===== src/hw/rtl/sbmmn_pkg.sv =====
// Package for the stereo block min-max normalizer: sizes, codes, sample
// type, controller state encoding. No dependencies.
`default_nettype none

package sbmmn_pkg;

   // Block geometry and sample format
   localparam int BLOCK_DEPTH = 256;
   localparam int SAMPLE_BITS = 24;

   // Configuration register (block_length)
   localparam int CFG_BITS  = 9;
   localparam int CFG_RESET = 256;

   localparam int CNT_BITS  = $clog2(BLOCK_DEPTH + 1);
   localparam int ADDR_BITS = $clog2(BLOCK_DEPTH);
   localparam int LEN_BITS  = (CNT_BITS > CFG_BITS) ? CNT_BITS : CFG_BITS;

   // Stream payload: two samples packed, padded to whole bytes
   localparam int DATA_BITS = ((2 * SAMPLE_BITS + 7) / 8) * 8;

   // Divider: quotient bits retired per cycle
   localparam int DIV_STEP   = 4;
   localparam int DIV_GROUPS = (SAMPLE_BITS + DIV_STEP - 1) / DIV_STEP;
   localparam int QUO_BITS   = DIV_GROUPS * DIV_STEP;

   typedef logic signed [SAMPLE_BITS-1:0] sample_type;

   localparam sample_type SAMPLE_MAX = {1'b0, {(SAMPLE_BITS - 1){1'b1}}};
   localparam sample_type SAMPLE_MIN = {1'b1, {(SAMPLE_BITS - 1){1'b0}}};

   // Request op codes (req_tuser)
   localparam logic OP_LOAD = 1'b0;
   localparam logic OP_READ = 1'b1;

   // Response status codes (rsp_tuser)
   localparam logic STATUS_OK        = 1'b0;
   localparam logic STATUS_NOT_READY = 1'b1;

   typedef enum logic [1:0] {
      ST_IDLE,
      ST_FETCH,
      ST_DIVIDE,
      ST_PUSH
   } state_type;

endpackage

`default_nettype wire


===== src/hw/rtl/sbmmn_div.sv =====
// Per-channel normalizing divider: maps a sample into [-1, +1) given the
// channel's min and max. Radix-2^DIV_STEP restoring division. Uses sbmmn_pkg.
`default_nettype none

module sbmmn_div (
   input  logic                  clock,
   input  logic                  reset,
   input  logic                  start,
   input  sbmmn_pkg::sample_type sample,
   input  sbmmn_pkg::sample_type lo,
   input  sbmmn_pkg::sample_type hi,
   output logic                  done,
   output sbmmn_pkg::sample_type result
);
   import sbmmn_pkg::*;

   localparam int REM_BITS = SAMPLE_BITS + 1;
   localparam int GRP_BITS = $clog2(DIV_GROUPS + 1);

   logic [GRP_BITS-1:0]    cnt_ff, cnt_in;
   logic [REM_BITS-1:0]    rem_ff, rem_in;
   logic [SAMPLE_BITS-1:0] dvs_ff, dvs_in;
   logic [QUO_BITS-1:0]    quo_ff, quo_in;
   logic                   flat_ff, flat_in;
   logic                   sat_ff, sat_in;
   logic                   done_ff, done_in;

   logic signed [SAMPLE_BITS:0] diff_x;
   logic signed [SAMPLE_BITS:0] diff_r;
   logic [SAMPLE_BITS-1:0]      quo_top;

   assign diff_x = {sample[SAMPLE_BITS-1], sample} - {lo[SAMPLE_BITS-1], lo};
   assign diff_r = {hi[SAMPLE_BITS-1], hi} - {lo[SAMPLE_BITS-1], lo};

   always_comb begin
      logic [REM_BITS-1:0] rem_t;
      logic [QUO_BITS-1:0] quo_t;
      rem_t   = rem_ff;
      quo_t   = quo_ff;
      cnt_in  = cnt_ff;
      rem_in  = rem_ff;
      dvs_in  = dvs_ff;
      quo_in  = quo_ff;
      flat_in = flat_ff;
      sat_in  = sat_ff;
      done_in = 1'b0;
      if (start) begin
         // below-min sample clamps to a zero offset
         rem_in  = diff_x[SAMPLE_BITS] ? '0 : {1'b0, diff_x[SAMPLE_BITS-1:0]};
         dvs_in  = diff_r[SAMPLE_BITS-1:0];
         flat_in = (hi <= lo);
         quo_in  = '0;
         cnt_in  = GRP_BITS'(DIV_GROUPS);
      end else if (cnt_ff != '0) begin
         // offset >= range means the quotient reaches +1: saturate
         if (cnt_ff == GRP_BITS'(DIV_GROUPS)) begin
            sat_in = (rem_ff >= {1'b0, dvs_ff});
         end
         for (int j = 0; j < DIV_STEP; j++) begin
            rem_t = {rem_t[REM_BITS-2:0], 1'b0};
            if (rem_t >= {1'b0, dvs_ff}) begin
               rem_t = rem_t - {1'b0, dvs_ff};
               quo_t = {quo_t[QUO_BITS-2:0], 1'b1};
            end else begin
               quo_t = {quo_t[QUO_BITS-2:0], 1'b0};
            end
         end
         rem_in  = rem_t;
         quo_in  = quo_t;
         cnt_in  = cnt_ff - GRP_BITS'(1);
         done_in = (cnt_ff == GRP_BITS'(1));
      end
   end

   always_ff @(posedge clock) begin
      if (reset) begin
         cnt_ff  <= '0;
         done_ff <= 1'b0;
      end else begin
         cnt_ff  <= cnt_in;
         done_ff <= done_in;
      end
      rem_ff  <= rem_in;
      dvs_ff  <= dvs_in;
      quo_ff  <= quo_in;
      flat_ff <= flat_in;
      sat_ff  <= sat_in;
   end

   // extra low quotient bits from rounding up the group count drop out here
   assign quo_top = quo_ff[QUO_BITS-1 -: SAMPLE_BITS];

   always_comb begin
      if (flat_ff) begin
         result = '0;
      end else if (sat_ff) begin
         result = SAMPLE_MAX;
      end else begin
         result = {~quo_top[SAMPLE_BITS-1], quo_top[SAMPLE_BITS-2:0]};
      end
   end

   assign done = done_ff;

endmodule

`default_nettype wire


===== config.mk =====
export PLATFORM = sky130hd
export DESIGN_NAME = sbmmn_div
export DESIGN_NICKNAME = d
export VERILOG_FILES = /design/src/hw/rtl/sbmmn_pkg.sv /design/src/hw/rtl/sbmmn_div.sv
export SDC_FILE = /design/constraint.sdc
export NUM_CORES = 1
export LEC_CHECK = 0
export BUFFER_PORTS_ARGS = -buffer_cell sky130_fd_sc_hd__buf_2
export CORE_ASPECT_RATIO = 0.75
export CORE_MARGIN = 10
export CORE_UTILIZATION = 25
export CTS_CLUSTER_SIZE = 30
export DETAILED_ROUTE_END_ITERATION = 6
export GPL_TIMING_DRIVEN = 1
export PLACE_DENSITY_LB_ADDON = 0.1
export SYNTH_ARGS = -nofsm -noshare
export SYNTH_HDL_FRONTEND = slang
export SYNTH_SLANG_ARGS = --single-unit

===== constraint.sdc =====
create_clock -name clock -period 17.7 [get_ports clock]
set_input_delay 2.655 -clock clock [delete_from_list [all_inputs] [get_ports clock]]
set_output_delay 2.655 -clock clock [all_outputs]
set_load 0.01 [all_outputs]

==> results.md <==
* Slew @ Worst Pin at 0.859 ns
* Via count at 10500
* Hold Startpoint: quo_ff[23]$_SDFFE_PP0N_
* # DRC at 0
* Skew final at 0.0130 ns
* Post-Syn Nets at 1625
* DRT Wirelength at 39900 um
* Worst Hold Path Cells at 2
* Final hold violations at 0
* Worst Setup End Kind: flop
* Drt wl/cell at 19.4 um
* Synthesized flop and latch total at 79
* Synth Area per Inst at 8.28 um2
* Minimum clock period at 12.09 ns
* Setup Buffers After CTS at 0
* Max cap viols at 0
* First-pass GRT wire length at 61600 um
* CP required at 17.80 ns
* CTS tree: yes
* RR Startpoint: dvs_ff[1]$_DFFE_PP_
* Initial antenna violation count at 0
* Largest net degree at the start of global routing at 34
* H-tree depth at 3
* ANT cells at 0
* R2R depth at 43
* Worst-Skew Late Latency at 0.35 ns
* Die Height at 205 um
* Via/cell ratio at 5.10
* Overall routing resource usage at 14.4%
* Sequential share of the synthesized area at 18.3%
* Mapped Area at 0.0114 mm2
* Clock sink count at 79
* Die X at 267 um
* Area growth syn-to-layout at 13.0%
* Final std cells w/o fill at 2060
* CTS Buffer Depth at 2
* Final setup vio count at 0
* I/O Buffers at 99
* Count of different cell masters after synthesis at 81
* Share of cells above drive strength 1 at 13.6%
* Reg2Reg Setup Slack at 5.61 ns
* Post-synth ARST share at 0%
* Yosys warning count at 0
* CP max-delay cell: edfxtp_1
* Total CTS buffers at 9
* Final HPWL DP at 33700 um
* Worst slew margin at 42.7%
* Number of global-route vias before repair at 10500
* Layout Nets at 1714
* Initial core utilization at 25.4%
* Die area at 0.0548 mm2
* Reg clk slew, reported paths at 0.07 ns
* Syn Inst Count at 1380
* I/O pins at 100
* RR Endpoint: rem_ff[19]$_DFFE_PP_
* WS Path Type: reg -> reg
* Final max-slew violation count at 0
* Root Driver: clkbuf_16
* Core Area at 0.0449 mm2
* Detailed Route Iter0 Violations at 804
* Hold endpoint: quo_ff[23]$_SDFFE_PP0N_
* Part of the cycle the worst path needs at 68.3%
* Outcome: finished, final reports clean
* Number of enable flip-flop cells after synthesis at 51
* Antenna Nets Post-Route at 0
* Max Clk Rate at 82.7 MHz
* Gpl congestion at 0.832
* RSZ-0062 raised after global routing: false
* Hold Buf Count CTS at 0
* GR Overflow Total at 0
* Crit path DAT at 12.19 ns
* Slowest cell delay on critical path at 0.45 ns
* # placed instances at 2044
* Critical path peak fanout at 33
* Top_reg_cell synth: edfxtp_1
* Crit path launch type: flop
* Setup TNS at 0 ns
* Rows at 67
* DRT Pass-1 Iters at 5
* Most frequent CP cell: buf_4
* Post-CTS sizing at 0
* Hold Path Class: reg -> reg
[sequential cells by signal, summed over array words and instances, names as in the netlist]
signal and flops:
rem_ff 25, done 1, sat_ff 1, dvs_ff 24, cnt_ff 3, quo_ff 24
flat_ff 1
[worst max path at each step]
stage	from	to	slack, ns
floorplan	dvs_ff[1]$_DFFE_PP_	rem_ff[16]$_DFFE_PP_	7.42
global placement	dvs_ff[1]$_DFFE_PP_	rem_ff[21]$_DFFE_PP_	5.97
detailed placement	dvs_ff[1]$_DFFE_PP_	rem_ff[19]$_DFFE_PP_	5.67
CTS	dvs_ff[1]$_DFFE_PP_	rem_ff[19]$_DFFE_PP_	5.63
global route	dvs_ff[1]$_DFFE_PP_	rem_ff[17]$_DFFE_PP_	4.80
finish	dvs_ff[1]$_DFFE_PP_	rem_ff[19]$_DFFE_PP_	5.61
[metrics by stage]
step	utilization [%]	worst slack (ns)	hold WS, ns	cell area [um2]
after floorplan	-	7.42	0.465	11400
after global placement	28.0	5.97	0.480	12600
after detailed placement	28.0	5.67	0.488	12600
after CTS	28.8	5.63	0.507	12900
after global routing	28.8	4.80	0.549	12900
final	28.8	5.61	0.501	12900
[worst max-delay path: cells and delay by family (launching register included)]
kind	cells	cell delay [ns]
DFF	1	0.45
AOI/OAI and AO/OA	27	6.82
adders and majority gates	4	1.36
buffers and inverters	6	1.67
muxes	2	0.71
and+or+nand+nor	4	0.78
[final cells by class]
cell class              instances  area [um2]
fillers                      4852       32000
clock inverters                 4        56.3
inverters                      95         357
clock buffers                  12         279
flip-flops and latches         79        2090
multi-input cells            1175        8830
well taps                     586         733
repair buffers                109         571
[metal layers]
metal	global-route usage (%)	vias to the layer above	wire length (um)
met4	2.75	0	452
met2	20.2	202	15700
met5	0	-	0
li1	-	5319	-
met1	22.6	4973	22400
met3	1.63	17	1400
[synth_stat cells, types with 14 or more instances]
cell type	number	area (um2)
a211oi_1	14	105
edfxtp_1	51	1530
and3_1	16	100
a21oi_1	113	566
dfxtp_1	28	561
mux2_2	49	552
nand4_1	22	138
nand3_1	22	110
mux2i_1	31	310
and2_1	14	87.6
a21o_1	62	465
nor3_1	30	150
nor2b_1	18	113
ha_1	167	2090
nand2_1	73	274
nand2b_1	24	150
o21bai_1	14	105
o21a_1	22	165
nor2_1	129	484
xnor2_1	81	709
xor2_1	37	324
o21ai_0	61	305
a221o_1	17	170
inv_1	94	353
clkbuf_1	15	56.3
[placed cells by master, fill, tap and decap left out, types with 16 or more instances in the layout]
master / instances
a21o_1: 62
a21oi_1: 113
a221o_1: 17
and3_1: 16
buf_2: 99
dfxtp_1: 28
edfxtp_1: 51
ha_1: 166
inv_1: 94
mux2_2: 49
mux2i_1: 31
nand2_1: 73
nand2b_1: 24
nand3_1: 22
nand4_1: 22
nor2_1: 129
nor2b_1: 18
nor3_1: 30
o21a_1: 22
o21ai_0: 61
xnor2_1: 81
xor2_1: 37
[kinds of logic (layout without fill, tap and decap cells)]
logic type      after synthesis  after routing  synth area share, %
simple gates                390            390                 16.9
mux                          83             83                 7.93
buf+inv                     126            220                 4.47
xor+xnor                    118            118                 9.04
flops                        79             79                 18.3
compound gates              414            414                 24.6
fa+ha+maj                   170            170                 18.8
Power is left out: the tool's default activity adds up to more than one toggle a clock period on the data nets, which glitch-free logic cannot reach.
